File: src/design/vmla_pkg.sv
// Shared types and constants for the look-at view matrix unit.
package vmla_pkg;

    localparam int DATA_W     = 32;
    localparam int IN_W       = 9 * DATA_W;
    localparam int OUT_W      = 4 * DATA_W;
    localparam int USER_W     = 3;
    localparam int FRAC_POS   = 30;
    localparam int ROOT_STEPS = 32;
    localparam int QUO_BITS   = 31;
    localparam int QUEUE_DEPTH_DEF = 2;

    localparam logic [31:0] ONE_Q16  = 32'h0001_0000;
    localparam logic [1:0]  COL_LAST = 2'd3;
    localparam int          DEG_BIT  = 2;

    typedef struct packed {
        logic [3:0][3:0][31:0] col;    // col[c][r], row 0 lowest
        logic                  degen;
    } mat_rec_t;

endpackage

File: src/design/vmla_queue.sv
// Short FIFO of finished matrices between the front pipeline and the column emitter.
module vmla_queue #(
    parameter int DEPTH = 2
) (
    input  logic               clk,
    input  logic               rst_n,
    input  logic               in_valid,
    output logic               in_ready,
    input  vmla_pkg::mat_rec_t in_rec,
    output logic               out_valid,
    input  logic               out_ready,
    output vmla_pkg::mat_rec_t out_rec
);
    import vmla_pkg::*;

    localparam int AW = (DEPTH > 1) ? $clog2(DEPTH) : 1;

    mat_rec_t        ent_reg [DEPTH];
    logic [AW-1:0]   wr_reg, rd_reg;
    logic [AW:0]     cnt_reg;
    logic            wr, rd;

    assign in_ready  = (cnt_reg != (AW+1)'(DEPTH));
    assign out_valid = (cnt_reg != '0);
    assign out_rec   = ent_reg[rd_reg];
    assign wr        = in_valid && in_ready;
    assign rd        = out_valid && out_ready;

    always_ff @(posedge clk or negedge rst_n)
    begin
        if (!rst_n)
        begin
            wr_reg  <= '0;
            rd_reg  <= '0;
            cnt_reg <= '0;
        end
        else
        begin
            if (wr)
                wr_reg <= (wr_reg == AW'(DEPTH - 1)) ? '0 : wr_reg + AW'(1);
            if (rd)
                rd_reg <= (rd_reg == AW'(DEPTH - 1)) ? '0 : rd_reg + AW'(1);
            if (wr && !rd)
                cnt_reg <= cnt_reg + (AW+1)'(1);
            else if (rd && !wr)
                cnt_reg <= cnt_reg - (AW+1)'(1);
        end
    end

    always_ff @(posedge clk)
    begin
        if (wr)
            ent_reg[wr_reg] <= in_rec;
    end

endmodule

File: config.mk
export PLATFORM = sky130hd
export DESIGN_NAME = vmla_queue
export DESIGN_NICKNAME = d
export VERILOG_FILES = /design/src/design/vmla_pkg.sv /design/src/design/vmla_queue.sv
export SDC_FILE = /design/constraint.sdc
export NUM_CORES = 1
export LEC_CHECK = 0
export BUFFER_PORTS_ARGS = -buffer_cell sky130_fd_sc_hd__clkbuf_2
export CAP_MARGIN = 20
export CORE_AREA = 2 2 403 405
export CTS_CLUSTER_DIAMETER = 120
export DETAILED_ROUTE_END_ITERATION = 16
export DIE_AREA = 0 0 405 407
export GPL_TIMING_DRIVEN = 0
export HOLD_SLACK_MARGIN = 0.05
export SLEW_MARGIN = 30
export SYNTH_ARGS = -nofsm -noshare
export SYNTH_HDL_FRONTEND = slang
export SYNTH_SLANG_ARGS = --single-unit
File: constraint.sdc
create_clock -name clk -period 24.6 [get_ports clk]
set_clock_uncertainty 0.15 [all_clocks]
set_input_delay 2.46 -clock clk [delete_from_list [all_inputs] [get_ports clk]]
set_output_delay 2.46 -clock clk [all_outputs]
set_load 0.005 [all_outputs]
Word-level counts from Yosys, hierarchy flattened

Memories as Yosys holds them, arrays and structs flattened.
Index checks and enable logic that the tools add are counted.

Logic and storage cells: 23
Memory bits (writable): 1026
Output and inout port bits: 515
Memories: 1
Flip-flop bits (word level): 4

Memory list:

| memory  | words | bits a word | rd ports | clocked after memory_dff | wr ports | RTL line         | source |
|---|---|---|---|---|---|---|---|
| ent_reg | 2     | 513         | 1        | 0                        | 1        | vmla_queue.sv:18 | `mat_rec_t ent_reg [DEPTH];` |

Muxes and demuxes: 6
Add/sub/neg operators: 4
Equality and inequality tests: 1
Reduce and logical (&&, ||, !) cells: 8

Operators with widths:

| operator                                          | number |
|---|---|
| logical AND 1 bit                                 | 4 |
| two-way mux 1 bit                                 | 4 |
| two-way mux 2 bit                                 | 2 |
| nonzero test 2 bit                                | 2 |
| adder 1 bit (second input constant)               | 2 |
| adder 2 x 1 -> 2 bit (second input constant)      | 1 |
| logical NOT 1 bit                                 | 2 |
| != test 2 bit (second input constant)             | 1 |
| subtractor 2 x 1 -> 2 bit (second input constant) | 1 |

Longest topological paths before layout

Depth after elaboration: 6
Depth in mapped cells: 7
Mapped depth without buffers: 7

Worst setup path before layout

OpenSTA, ideal clock, no wires.

Path type: input to register
From: input in_valid
To: memory ent_reg[0][0] (netlist name), enable pin
Required time: 23.049 ns
Stages: 2
Data arrival time: 23.765 ns
Path slack: -0.716 ns
Buffers on the path: 0
Library setup time: 1.401 ns
Path through: nand2_1 > nor2_1

Word-level cells in the longest chain between the ends: 3

Ends and longest elaborated chain:

| element                                 | RTL line         | source |
|---|---|---|
| from (decl)                             | vmla_queue.sv:7  | `input logic in_valid,` |
| logical AND 1 bit                       | vmla_queue.sv:26 | `assign wr = in_valid && in_ready;` |
| two-way mux 1 bit                       | vmla_queue.sv:52 | `if (wr)` |
| two-way mux 1 bit (implied by the code) | vmla_queue.sv:53 | `ent_reg[wr_reg] <= in_rec;` |
| to (decl)                               | vmla_queue.sv:18 |  |

No other way between the ends.

==> results.toml <==
[setup_path]
start_kind = "flip-flop"
cp.required_ns = 21.99
cp.arrival_ns = 2.37
crit_path_end_kind = "output port"
critPathMaxFanout = 11
criticalPathCategory = "flip-flop to output port"

[status]
outcome = "finished clean"

[finish]
largest_reg_flops = 1026
utilization_pct = 32.4
area_growth_syn_to_layout_pct = 32.4
fin_nets = 3320
drive_gt1_share_pct = 62.3
fill_cells = 15500

[synthesis]
synth_cells = 1614
syn_area_mm2 = 0.0392
yosys_warnings = 0
syn_area_per_cell_um2 = 24.3
synth.distinct_cells = 16
syn-num-nets = 2132
synth-seq-cells = 1030
synth-seq-area-share_pct = 78.8

[power_and_ir_drop]
power_density_mw_per_mm2 = 123
power.leakage_nw = 20.5
vdd_drop_max_mv = 0.0708

[sta]
rsz0062_at_grt = "false"
final-max-slew-violation-count = 0
slew_headroom_pct = 60.0
worst_pin_slew_ns = 0.599
fmax_mhz = 201
tns_ns = 0
min_period_ns = 4.98
hold_violations = 0
finalSetupViolations = 0
finalCritPeriodShare_pct = 20.2

[floorplanning]
fp.dieW_um = 405
num_rows = 147
die_h_um = 407
top_level_ports = 1032
dieArea_mm2 = 0.165
core-area_mm2 = 0.160
start_util_pct = 24.5

[grt]
grt_pass1_vias = 20400
grt_pass1_wl_mm = 158
antenna_found_initial = 69
grt_max_degree = 44
overflow = 0
grt_use_total_pct = 13.8

[place]
numPortBuffers = 1031
gp_congestion = 0.789
hpwl_mm = 93.9

[clock_network]
numCtsBuffers = 112
cts.htree.levels = 3
path_clk_slew_ns = 0.06
ctsResizeCount = 0
ctsHoldBuffers = 0
clock_latency_ns = 0.73
cts_tree = "yes"
postCtsSetupRepairBufs = 0
cts_max_path_buffers = 3
clock_sinks = 1030
ctsRootBufferMaster = "clkbuf_16"

[routing]
wl_per_cell_um = 23.5
dr.pass1.iters = 5
postRouteAntennaNets = 0
postRouteWirelength_mm = 119
drt_iter0_markers = 1197
remaining_drc_errors = 0
via_per_inst = 3.96
vias = 20100

[hold_path]
hold_class = "flip-flop to flip-flop"

[run]
maxCapViolations = 0
==> critical path, cell delays in order, from the launching register on <==
cell	delay, ns
dfrtp_1	0.34
buf_6	0.21
buf_8	0.25
buf_8	0.24
mux2_4	0.37
clkbuf_2	0.21
==> placed cells by master, fill, tap and decap left out, types with 9 or more instances in the layout <==
cell type and instances:
buf_16 35, edfxtp_1 1026, mux2_4 460, clkbuf_16 113, clkbuf_2 1031, diode_2 14, mux2_2 53, bufinv_16 11
clkinv_2 9, buf_6 22, clkinv_1 13, clkbuf_1 37, buf_8 32
==> metal layers <==
layer	global-route usage, %	vias to the layer above	routed length [um]
met5	0	-	547
met4	4.06	82	2620
met3	6.16	219	12200
met2	23.5	769	59300
met1	15.5	10100	44400
li1	-	8922	-
==> through the flow <==
stage | cells | hold slack (ns) | setup WS, ns | power [W] | area [um2]
final | 5069 | 0.349 | 19.62 | 0.00638 | 52000
after global routing | 5058 | 0.356 | 19.51 | 0.00666 | 51900
after CTS | 5055 | 0.350 | 19.44 | 0.00652 | 51900
after detailed placement | 4848 | 0.338 | 18.97 | 0.00481 | 48200
after global placement | 4805 | 0.323 | -0.921 | 0.00506 | 47100
after floorplan | 1614 | 0.306 | 8.00 | 0.00395 | 39200
==> path summary, 6_finish.rpt <==
path	cells after the start	slack, ns	to	start
worst max-delay path	5	19.62	out_rec[99]	rd_reg
worst min-delay path	1	0.35	cnt_reg[1]	cnt_reg[1]
worst max register to register	13	20.92	ent_reg[0][120]	cnt_reg[0]
worst min register to register	1	0.35	cnt_reg[1]	cnt_reg[1]
max in group asynchronous	1	22.77	cnt_reg[1]	rst_n
min in group asynchronous	1	1.39	cnt_reg[0]	rst_n
==> Yosys cell counts <==
cell | n | area [um2]
xor2_1 | 2 | 17.5
or2_2 | 1 | 6.26
buf_8 | 30 | 450
mux2_2 | 53 | 597
and3_1 | 1 | 6.26
nand2b_1 | 1 | 6.26
buf_6 | 22 | 248
nand2_1 | 2 | 7.51
inv_1 | 1 | 3.75
edfxtp_1 | 1026 | 30800
nor2_1 | 2 | 7.51
dfrtp_1 | 4 | 100
buf_2 | 5 | 25.0
xnor2_1 | 3 | 26.3
mux2_4 | 460 | 6910
ha_1 | 1 | 12.5
==> power by group <==
group          internal [W]  switching, W
clock network      0.000984      0.000694
logic               0.00110       0.00113
registers           0.00239     0.0000824
==> layout make-up <==
| class | instances | area, um2 | area share (%) |
|---|---|---|---|
| Tap cell | 2160 | 2700 | 5.20 |
| Inverter | 1 | 3.75 | 0.00722 |
| Antenna cell | 14 | 35.0 | 0.0674 |
| Clock buffer | 156 | 3050 | 5.87 |
| Multi-Input combinational cell | 526 | 7610 | 14.6 |
| Sequential cell | 1030 | 30900 | 59.5 |
| Clock inverter | 51 | 652 | 1.25 |
| Buffer | 57 | 723 | 1.39 |
| Timing Repair Buffer | 1074 | 6270 | 12.1 |
==> cell families after synthesis <==
family        share of synthesized area [%]
flops                                  78.8
mux                                    19.1
buf+inv                                1.85
simple gates                         0.0862
xor+xnor                              0.112
fa+ha+maj                            0.0319
Note: power is estimated with default switching activity, not from simulation.
