===== src/design/vmla_pkg.sv =====
// Shared types and constants for the look-at view matrix unit.
package vmla_pkg;

    localparam int DATA_W     = 32;
    localparam int IN_W       = 9 * DATA_W;
    localparam int OUT_W      = 4 * DATA_W;
    localparam int USER_W     = 3;
    localparam int FRAC_POS   = 30;
    localparam int ROOT_STEPS = 32;
    localparam int QUO_BITS   = 31;
    localparam int QUEUE_DEPTH_DEF = 2;

    localparam logic [31:0] ONE_Q16  = 32'h0001_0000;
    localparam logic [1:0]  COL_LAST = 2'd3;
    localparam int          DEG_BIT  = 2;

    typedef struct packed {
        logic [3:0][3:0][31:0] col;    // col[c][r], row 0 lowest
        logic                  degen;
    } mat_rec_t;

endpackage


===== src/design/vmla_back.sv =====
// Column emitter: streams the queued matrix out one column per transfer.
module vmla_back (
    input  logic                        clk,
    input  logic                        rst_n,
    input  logic                        q_valid,
    output logic                        q_pop,
    input  vmla_pkg::mat_rec_t          q_rec,
    output logic                        m_tvalid,
    input  logic                        m_tready,
    output logic [vmla_pkg::OUT_W-1:0]  m_tdata,
    output logic [vmla_pkg::USER_W-1:0] m_tuser,
    output logic                        m_tlast
);
    import vmla_pkg::*;

    logic [1:0]         col_reg;
    logic               tvalid_reg;
    logic [OUT_W-1:0]   tdata_reg;
    logic [USER_W-1:0]  tuser_reg;
    logic               tlast_reg;
    logic               load;

    assign load  = q_valid && (!tvalid_reg || m_tready);
    // release the matrix once its last column is loaded
    assign q_pop = load && (col_reg == COL_LAST);

    always_ff @(posedge clk or negedge rst_n)
    begin
        if (!rst_n)
        begin
            col_reg    <= '0;
            tvalid_reg <= 1'b0;
        end
        else
        begin
            if (!tvalid_reg || m_tready)
                tvalid_reg <= q_valid;
            if (load)
                col_reg <= col_reg + 2'd1;
        end
    end

    always_ff @(posedge clk)
    begin
        if (load)
        begin
            tdata_reg <= q_rec.col[col_reg];
            tuser_reg <= {q_rec.degen, col_reg};
            tlast_reg <= (col_reg == COL_LAST);
        end
    end

    assign m_tvalid = tvalid_reg;
    assign m_tdata  = tdata_reg;
    assign m_tuser  = tuser_reg;
    assign m_tlast  = tlast_reg;

endmodule


===== config.mk =====
export PLATFORM = sky130hd
export DESIGN_NAME = vmla_back
export DESIGN_NICKNAME = d
export VERILOG_FILES = /design/src/design/vmla_pkg.sv /design/src/design/vmla_back.sv
export SDC_FILE = /design/constraint.sdc
export NUM_CORES = 1
export LEC_CHECK = 0
export BUFFER_PORTS_ARGS = -buffer_cell sky130_fd_sc_hd__buf_2
export CORE_AREA = 2 2 255 257
export CTS_CLUSTER_DIAMETER = 60
export DETAILED_ROUTE_END_ITERATION = 10
export DIE_AREA = 0 0 257 259
export PLACE_DENSITY = 0.36
export REMOVE_ABC_BUFFERS = 1
export SYNTH_ARGS = -nofsm -noshare
export SYNTH_HDL_FRONTEND = slang
export SYNTH_SLANG_ARGS = --single-unit

===== constraint.sdc =====
create_clock -name clk -period 4.25 [get_ports clk]
set_input_delay 1.0625 -clock clk [delete_from_list [all_inputs] [get_ports clk]]
set_output_delay 1.0625 -clock clk [all_outputs]
set_load 0.02 [all_outputs]

; Word level (Yosys, flattened, before mapping)
; Cells that the tools add are included.
[op_classes]
n_lt_le_gt_ge = 1
reduce_logical = 4
mux = 2
n_eq_ne = 1
add_sub_neg = 1
[ops]
columns = op, n
row1 = binary-select mux 128 bit (select 2 bit), 1
row2 = 2-to-1 mux 128 bit, 1
row3 = < comparator 2 x 3 -> 1 bit (second input constant), 1
row4 = adder 2 x 1 -> 2 bit (second input constant), 1
row5 = equality test 2 bit (second input constant), 1
row6 = logical AND 1 bit, 2
row7 = zero test 1 bit, 1
row8 = logical OR 1 bit, 1
[totals]
regBits = 135
inputBits = 517

; Longest topological paths before layout
; Gate-level depths: netlist (run 1).
[logic_depth]
word_depth = 4
ltp_mapped = 3

; Least setup slack after synthesis (run 1)
; No wires, ideal clock.
[synth_path]
kind = input -> register
startpoint = input port m_tready
endpoint = register tdata_reg[0] (netlist: m_tdata[0]), enable pin
setup_ps = 485
n_path_buf = 0
path_stages = 3
t_required_ps = 3765
t_arrival_ps = 3849
slack_ps = -84
cell_sequence = nand2b_1 > nand2_1 > inv_1
[synth_via]
elab_chain_len = 2
[synth_lines]
columns = item, line_no
row1 = from (decl), vmla_back.sv:9  ; input logic m_tready,
row2 = logical OR 1 bit, vmla_back.sv:23  ; assign load = q_valid && (!tvalid_reg || m_tready);
row3 = logical AND 1 bit, vmla_back.sv:23
row4 = via load, vmla_back.sv:21  ; logic load;
row5 = to (signal assigned), vmla_back.sv:47  ; tdata_reg <= q_rec.col[col_reg];
row6 = to (decl), vmla_back.sv:18  ; logic [OUT_W-1:0] tdata_reg;
; The timed path passes the listed nets, and every way through them passes these cells.
; A chain may end at the register's enable or synchronous reset.

; Final worst setup path (run 1)
[layout_path]
startpoint = register col_reg[0]
endpoint = output port q_pop
[layout_via]
elab_chain_len = 2
[layout_lines]
columns = item, line_no
row1 = from (decl), vmla_back.sv:16  ; logic [1:0] col_reg;
row2 = from (signal assigned), vmla_back.sv:39  ; col_reg <= col_reg + 2'd1;
row3 = equality test 2 bit, vmla_back.sv:25  ; assign q_pop = load && (col_reg == COL_LAST);
row4 = logical AND 1 bit, vmla_back.sv:25
row5 = to (decl), vmla_back.sv:6  ; output logic q_pop,
; Every way passes these cells.

==> results.toml, run 1 <==
[timing]
final-setup-viol-count = 0
period_needed_ps = 2850
hold_viol = 0
max_freq_mhz = 351
drv_slew = 0
timing.hold.ws_ps = 395
period_share_pct = 67.1
maxSlewHeadroom_pct = 38.8
tightestPinTransition_ps = 917
tns_ps = 0
clock_skew_ps = 7.87
rsz0062_at_grt = "no"

[yosys]
synth_ff_type = "edfxtp_1"
yosys.area.top_type = "edfxtp_1"
syn_area_um2 = 7200
syn_avg_cell_area_um2 = 24.1
synth_largest_type_area_fraction_pct = 55.0
synth_edf_count = 132
ys_warn_count = 0
ys_types = 14
synth_common_cells = "edfxtp_1 (132), mux4_2 (128), buf_6 (13), buf_2 (12), dfrtp_1 (3)"
synthCells = 299
ys_seq_elements = 135
async_flop_share_pct = 2.22
synth_area_leaders = "edfxtp_1 (55%), mux4_2 (40%), buf_6 (2.0%)"
ys_seq_area_share_pct = 56.1
synthMostInstantiatedCell = "edfxtp_1"

[critical_path]
worst_ep_required_time_ps = 3190
endpoint_kind = "output port"
cp_slowest_cell = "dfrtp_4"
cp_max_fo = 26
path_class = "reg -> out"
cp_cell_sequence = "ha_1 > and3_1 > buf_2"
cp_slowest_stage_delay_ps = 750
worstPathArrival_ps = 1790
start_kind = "flip-flop"

[layout]
largest_reg_flops = 128
drive_gt1_share_pct = 85.2
final_util_pct = 18.9
synthToLayoutAreaGrowth_pct = 67.8
final_cell_area_um2 = 12100
finalNetCount = 1469

[cts]
numCtsBuffers = 17
hold_buffers = 0
cts_resized = 0
cts-htree-levels = 4
clk_root_buffer_cell = "clkbuf_16"
path_clk_slew_ps = 60
tritoncts = "done"
cts_buffer_depth = 2
clock_sinks = 135
insertion_delay_ps = 460
post-cts-setup-buffers = 0

[drt]
drt-total-wl_um = 32400
avgRoutedWirePerCell_um = 17.8
dr.pass1.iters = 6
drt_iter0_markers = 337
drtAntennaViolNets = 0
routed_via_density = 3.39
vias = 6173
post-route-drc-count = 0

[floorplanning]
initial_core_util_pct = 11.3
chipWidth_um = 257
die_area_um2 = 66600
io_pins = 651
rows = 93
dieHeight_um = 259
core_um2 = 63900

[placement]
dpl.hpwl_um = 26700
portBuffers = 650
place.gp.congestion = 0.863
dpl_cell_area_um2 = 11500

[power]
power_density_nw_per_um2 = 556
combPwrFrac_pct = 43.7
p_int_uw = 4500
power.switching_uw = 2220
power.leakage_uw = 0.00505
switching_share_pct = 33.1
max-vdd-ir-drop_mv = 0.487
p_clk_share_pct = 24.1
p_seq_share_pct = 32.2

[grt]
antenna_found_initial = 4
first_global_vias = 6896
grt_pass1_wl_um = 46200
gr-total-overflow = 0
grt_max_degree = 131
grt_util_all_layers_pct = 9.62

[job]
max_cap_viol_count = 0

[run_status]
outcome = "finished clean"

[hold_path]
hold_path.class = "in -> async"
## final cells by class
class	count	area [µm²]
Antenna cell	4	10.0
Clock buffer	18	429
Clock inverter	14	183
Fill cell	6997	51800
Inverter	1	8.76
Multi-Input combinational cell	135	2940
Sequential cell	135	4050
Tap cell	855	1070
Timing Repair Buffer	661	3400
## power by group through the flow
stage               Combinational [µW]  Sequential [µW]  Clock, µW
global route                      3160             2210       1750
detailed placement                3010             2210          0
floorplan                         1600             2870          0
global placement                  2990             2210          0
CTS                               3020             2190       1700
finish                            2930             2170       1620
## cells in the final DEF (no fill, tap or decap), drive strengths merged
cell	synthesis	final
buf	26	661
edfxtp	132	132
mux4	128	128
clkbuf	2	18
clkinvlp	0	5
clkinv	0	5
diode	0	4
bufinv	0	4
dfrtp	3	3
nand2b	2	2
nand2	1	1
inv	1	1
and3	1	1
xnor2	1	1
mux2	1	1
ha	1	1
## layer usage
| layer | share of wire [%] | wire length (µm) | GRT usage [%] | vias up |
|---|---|---|---|---|
| met3 | 7.1 | 2300 | 3.15 | 29 |
| met2 | 53 | 17100 | 16.7 | 328 |
| li1 | - | - | - | 2714 |
| met1 | 38 | 12400 | 10.8 | 3102 |
| met5 | 0 | 0 | 0 | - |
| met4 | 2.1 | 673 | 3.92 | 0 |
## stage by stage
stage               worst slack [ps]  total power, µW  cells
global placement                1530             5200   1787
CTS                             1270             6910   1819
detailed placement              1540             5220   1787
finish                          1400             6720   1823
floorplan                      -2490             4470    271
global route                    1180             7120   1822
## cells by family (layout without fill, tap and decap cells)
| logic type | Yosys count | count (layout) | synth area share (%) |
|---|---|---|---|
| XOR/XNOR | 1 | 1 | 0.122 |
| adder cells (fa/ha/maj) | 1 | 1 | 0.174 |
| buffers and inverters | 29 | 694 | 3.13 |
| flip-flops | 135 | 135 | 56.1 |
| multiplexers | 129 | 129 | 40.2 |
| other | 0 | 4 | 0 |
| AND/OR/NAND/NOR | 4 | 4 | 0.313 |
## worst paths after layout
check	depth (start not counted)	slack, ps	to	start
min	1	400	m_tvalid	rst_n
max in group asynchronous	1	3720	col_reg[1]	rst_n
min in group clk	2	550	m_tvalid	m_tvalid
max	3	1400	q_pop	col_reg[0]
min reg2reg	2	550	m_tvalid	m_tvalid
max reg2reg	2	1980	m_tdata[115]	col_reg[0]
## critical path, delay by kind of cell (launching register included)
family                     cells  cell delay (ps)
DFF                            1              750
adders and majority gates      1              260
buffers and inverters          1              160
and+or+nand+nor                1              150
Power figures use the tool's default switching activity.
==> run 2: changes to the inputs <==
clock period = 2.8 ns   (was 4.25 ns; I/O delays follow)
==> results.toml, run 2 (synthesized netlist as in run 1, its figures left out) <==
[hold_path]
hp-start = "q_rec[0]"
hold_path.class = "in -> reg"

[critical_path]
start_kind = "flip-flop"
path_class = "reg -> out"
r2r-start = "col_reg[0]"
endpoint_kind = "output port"
worst_ep_required_time_ps = 2100
cp_slowest_cell = "dfrtp_4"
cp_slowest_stage_delay_ps = 640
critPathLaunch = "col_reg[0]"
critical_path_buf_inv_count = 1
worstPathArrival_ps = 1740
cp_max_fo = 18
critPathTopFamily = "flip-flops"
cp_cell_sequence = "ha_1 > and3_1 > buf_2"

[grt]
grt_util_met1_pct = 10.3
use_met3_pct = 3.47
busiest_layer = "met2"
grt_pass1_wl_um = 46300
gr-total-overflow = 0
antenna_found_initial = 4
use_met2_pct = 17.0
grt_max_degree = 67
grt_util_all_layers_pct = 9.64
first_global_vias = 7067

[layout]
final_common_cell = "buf_2"
drive_gt1_share_pct = 85.8
finalNetCount = 1490
mostFrequentLayoutCells = "buf_2 (650), edfxtp_1 (132), mux4_2 (128)"
synthToLayoutAreaGrowth_pct = 69.8
largest_reg_flops = 128
n_fill_cell = 7041
final_cells = 1843

[floorplanning]
chipWidth_um = 257
dieHeight_um = 259
rows = 93
initial_core_util_pct = 11.3
io_pins = 651
core_um2 = 63900
die_area_um2 = 66600

[placement]
place.gp.congestion = 0.841
portBuffers = 650
numPlacedInstances = 1807
dpl.hpwl_um = 27700
place_ws_ps = 602

[timing]
period_needed_ps = 2440
rsz0062_at_grt = "no"
drv_slew = 0
timing.hold.ws_ps = 415
period_share_pct = 87.0
setup_ws_ps = 364
maxSlewHeadroom_pct = 63.5
max_freq_mhz = 411
tightestPinTransition_ps = 547
clock_skew_ps = 10.7
final-setup-viol-count = 0
hold_viol = 0

[job]
max_cap_viol_count = 0

[drt]
drt-total-wl_um = 32900
dr.pass1.iters = 4
routed_via_density = 3.44
drtAntennaViolNets = 0
post-route-drc-count = 0
drt_iter0_markers = 237
vias = 6333
avgRoutedWirePerCell_um = 17.8

[cts]
clk_root_buffer_cell = "clkbuf_16"
path_clk_slew_ps = 60
clock_sinks = 135
insertion_delay_ps = 470
cts_buffer_depth = 2
tritoncts = "done"
cts-htree-levels = 4
numCtsBuffers = 17

[power]
power.leakage_uw = 0.00515
max-vdd-ir-drop_mv = 0.656
power_density_nw_per_um2 = 836

[run_status]
outcome = "finished clean"
[run 2: cell types whose count changed in the layout (fill, tap and decap cells not counted)]
| cell | previous run | this run |
|---|---|---|
| clkbuf_8 | 0 | 2 |
| clkbuf_1 | 1 | 0 |
| inv_6 | 1 | 5 |
| dlygate4sd3_1 | 0 | 1 |
| bufinv_16 | 4 | 1 |
| clkinv_2 | 1 | 2 |
| diode_2 | 4 | 3 |
| buf_12 | 5 | 7 |
| clkinv_1 | 3 | 0 |
| buf_4 | 6 | 24 |
[run 2: repair_timing]
| action | 4_1_cts | 5_1_grt |
|---|---|---|
| hold buffers | 1 | 0 |
| resized for setup | 0 | 0 |
| buffers inserted | 0 | 0 |
| endpoints found under the hold margin | 3 | 0 |
[run 2: metal layers]
layer,part of all wire (%),vias to the layer above
li1,-,2757
met1,36,3180
met2,53,356
met3,8.4,38
met4,2.5,2
met5,0.052,-
[run 2: area by class of cell]
type / instances / area (µm²) / area share (%)
sequential: 135 / 4050 / 33.1
timing repair buffer: 682 / 3580 / 29.3
multi-input combinational: 135 / 2940 / 24.0
tap: 855 / 1070 / 8.75
clock buffer: 19 / 453 / 3.70
clock inverter: 13 / 121 / 0.993
inverter: 1 / 8.76 / 0.0716
antenna: 3 / 7.51 / 0.0614
[run 2: final timing paths]
| kind | end | slack (ps) | cells after the start |
|---|---|---|---|
| max reg2reg | m_tdata[70] | 820 | 3 |
| min | m_tuser[2] | 410 | 1 |
| max in group asynchronous | col_reg[1] | 2080 | 2 |
| min reg2reg | m_tvalid | 580 | 2 |
| max | q_pop | 360 | 3 |
| min in group asynchronous | col_reg[0] | 590 | 2 |
[run 2: through the flow]
stage               area [µm²]  TNS (ps)  power [µW]  util (%)
finish                   12200         0       10200      19.1
detailed placement       11600         0        8160      18.2
global placement         11600         0        8140      18.2
floorplan                 6980   -569250        6010         -
global route             12200         0       10800      19.1
CTS                      12200         0       10500      19.1
[run 2: report_power, final]
part | internal, µW | leakage (µW) | switching [µW]
clock network | 1270 | 0.000269 | 993
registers | 3030 | 0.00129 | 241
logic | 2480 | 0.00359 | 2210
==> run 3: changes to the inputs <==
ABC_AREA = 1   (was not set)
CTS_CLUSTER_SIZE = 8   (was not set)
PLACE_DENSITY = 0.41   (was 0.36)
==> results.toml, run 3 <==
[run_status]
outcome = "finished clean"

[grt]
first_global_vias = 11400
grt_pass1_wl_um = 61500
gr-total-overflow = 0
grt_max_degree = 131
antenna_found_initial = 2
grt_util_all_layers_pct = 11.8

[yosys]
synth_largest_type_area_fraction_pct = 38.7
async_flop_share_pct = 2.22
ys_types = 13
synthCells = 1644
synthMostInstantiatedCell = "nand2_1"
ys_seq_area_share_pct = 39.5
ys_seq_elements = 135
ys_warn_count = 0
syn_area_um2 = 10200
syn_avg_cell_area_um2 = 6.23
yosys.area.top_type = "edfxtp_1"
synth_common_cells = "nand2_1 (647), inv_1 (516), nand3_1 (258), edfxtp_1 (132), buf_2 (53)"
synth_area_leaders = "edfxtp_1 (39%), nand2_1 (24%), inv_1 (19%)"
synth_ff_type = "edfxtp_1"
synth_edf_count = 132

[cts]
tritoncts = "done"
insertion_delay_ps = 450
cts_resized = 0
cts_buffer_depth = 2
clock_sinks = 135
post-cts-setup-buffers = 0
hold_buffers = 1
clk_root_buffer_cell = "clkbuf_16"
numCtsBuffers = 17
cts-htree-levels = 4
path_clk_slew_ps = 60

[critical_path]
regToRegSetupSlack_ps = 780
path_class = "reg -> out"
cp_max_fo = 20
worstRegToRegCells = 5
worst_ep_required_time_ps = 2100
start_kind = "flip-flop"
worstPathArrival_ps = 1630
endpoint_kind = "output port"
r2r-start = "col_reg[0]"
reg2reg_to = "m_tdata[31]"

[layout]
final_util_pct = 23.5
mostFrequentLayoutCells = "buf_2 (650), nand2_1 (647), inv_1 (514)"
largest_reg_flops = 128
synthToLayoutAreaGrowth_pct = 46.6
finalNetCount = 2772
drive_gt1_share_pct = 31.4
final_common_cell = "buf_2"
n_fill_cell = 7339
final_cell_area_um2 = 15000

[power]
p_seq_share_pct = 29.7
p_clk_share_pct = 23.2
p_total_uw = 10900
power_density_nw_per_um2 = 726
power.switching_uw = 4550
p_int_uw = 6340
combPwrFrac_pct = 47.0
max-vdd-ir-drop_mv = 0.732
power.leakage_uw = 0.00928
switching_share_pct = 41.8

[timing]
clock_skew_ps = 8.56
rsz0062_at_grt = "no"
period_share_pct = 83.2
drv_slew = 0
max_freq_mhz = 430
tns_ps = 0
hold_viol = 0
maxSlewHeadroom_pct = 49.5
tightestPinTransition_ps = 758
final-setup-viol-count = 0
period_needed_ps = 2330

[floorplanning]
rows = 93
dieHeight_um = 259
chipWidth_um = 257
initial_core_util_pct = 16.0
io_pins = 651
die_area_um2 = 66600
core_um2 = 63900

[drt]
dr.pass1.iters = 5
drtAntennaViolNets = 0
vias = 11600
routed_via_density = 3.71
avgRoutedWirePerCell_um = 13.0
drt_iter0_markers = 693
post-route-drc-count = 0
drt-total-wl_um = 40700

[hold_path]
hp-start = "q_rec[0]"
hold_depth = 1
whs_endpoint = "m_tuser[2]"
hold_path.class = "in -> reg"

[placement]
dpl_cell_area_um2 = 14300
portBuffers = 650
dpl.hpwl_um = 32200
place.gp.congestion = 0.920

[job]
max_cap_viol_count = 0
[run 3: changes by cell type in the layout (fill, tap and decap cells not counted), moves of 4 or more]
cell       before  now
nand3_1         0  258
bufinv_16       1    5
inv_1           0  514
buf_4          24   18
mux4_2        128    0
nand2_1         1  647
[run 3: kinds of logic after synthesis]
kind of cell | after synthesis | synth area share, %
adders and majority gates | 1 | 0.122
DFF | 135 | 39.5
buffers and inverters | 602 | 24.0
and+or+nand+nor | 906 | 36.4
[run 3: power groups by stage]
stage | logic [µW] | registers [µW] | clock network (µW)
2_1_floorplan | 2370 | 4220 | 0
3_3_place_gp | 5260 | 3290 | 0
5_1_grt | 5770 | 3300 | 2720
3_5_place_dp | 5250 | 3290 | 0
4_1_cts | 5260 | 3260 | 2650
6_report | 5120 | 3240 | 2530
[run 3: critical path, cell delays in order (launching register included)]
cell and delay [ps]:
dfrtp_4 610, ha_1 220, inv_1 40, nor2_1 100, buf_2 200
[run 3: stage by stage]
step                      setup WS, ps  hold slack [ps]  instances
after CTS                          380              376       3122
final                              472              438       3124
after detailed placement           606              522       3089
after global routing               300              392       3123
after global placement             591              518       3089
after floorplan                  -4480              404       1559
[run 3: final cells by class]
class	instances	area, µm²	share of cell area (%)
Clock buffer	18	429	2.86
Timing Repair Buffer	676	3540	23.6
Tap cell	855	1070	7.13
Multi-Input combinational cell	907	3740	24.9
Sequential cell	135	4050	27.0
Antenna cell	2	5.00	0.0334
Clock inverter	14	224	1.49
Inverter	517	1960	13.0
[run 3: per-layer routing]
layer | share of wire [%] | routed length (µm) | track usage [%] | vias up
met5 | 0 | 0 | 0 | -
met4 | 2.6 | 1060 | 4.55 | 0
met3 | 6.5 | 2660 | 3.55 | 44
met2 | 51 | 20900 | 21.2 | 404
met1 | 40 | 16100 | 13.2 | 5174
li1 | - | - | - | 5965
[run 3: worst max path at each step]
stage | startpoint | end | slack (ps) | depth (start not counted)
floorplan | col_reg[0] | m_tdata[122] | -4480 | 4
global placement | m_tready | q_pop | 590 | 6
detailed placement | m_tready | q_pop | 610 | 6
CTS | col_reg[0] | q_pop | 380 | 4
global route | col_reg[0] | q_pop | 300 | 4
finish | col_reg[0] | q_pop | 470 | 4
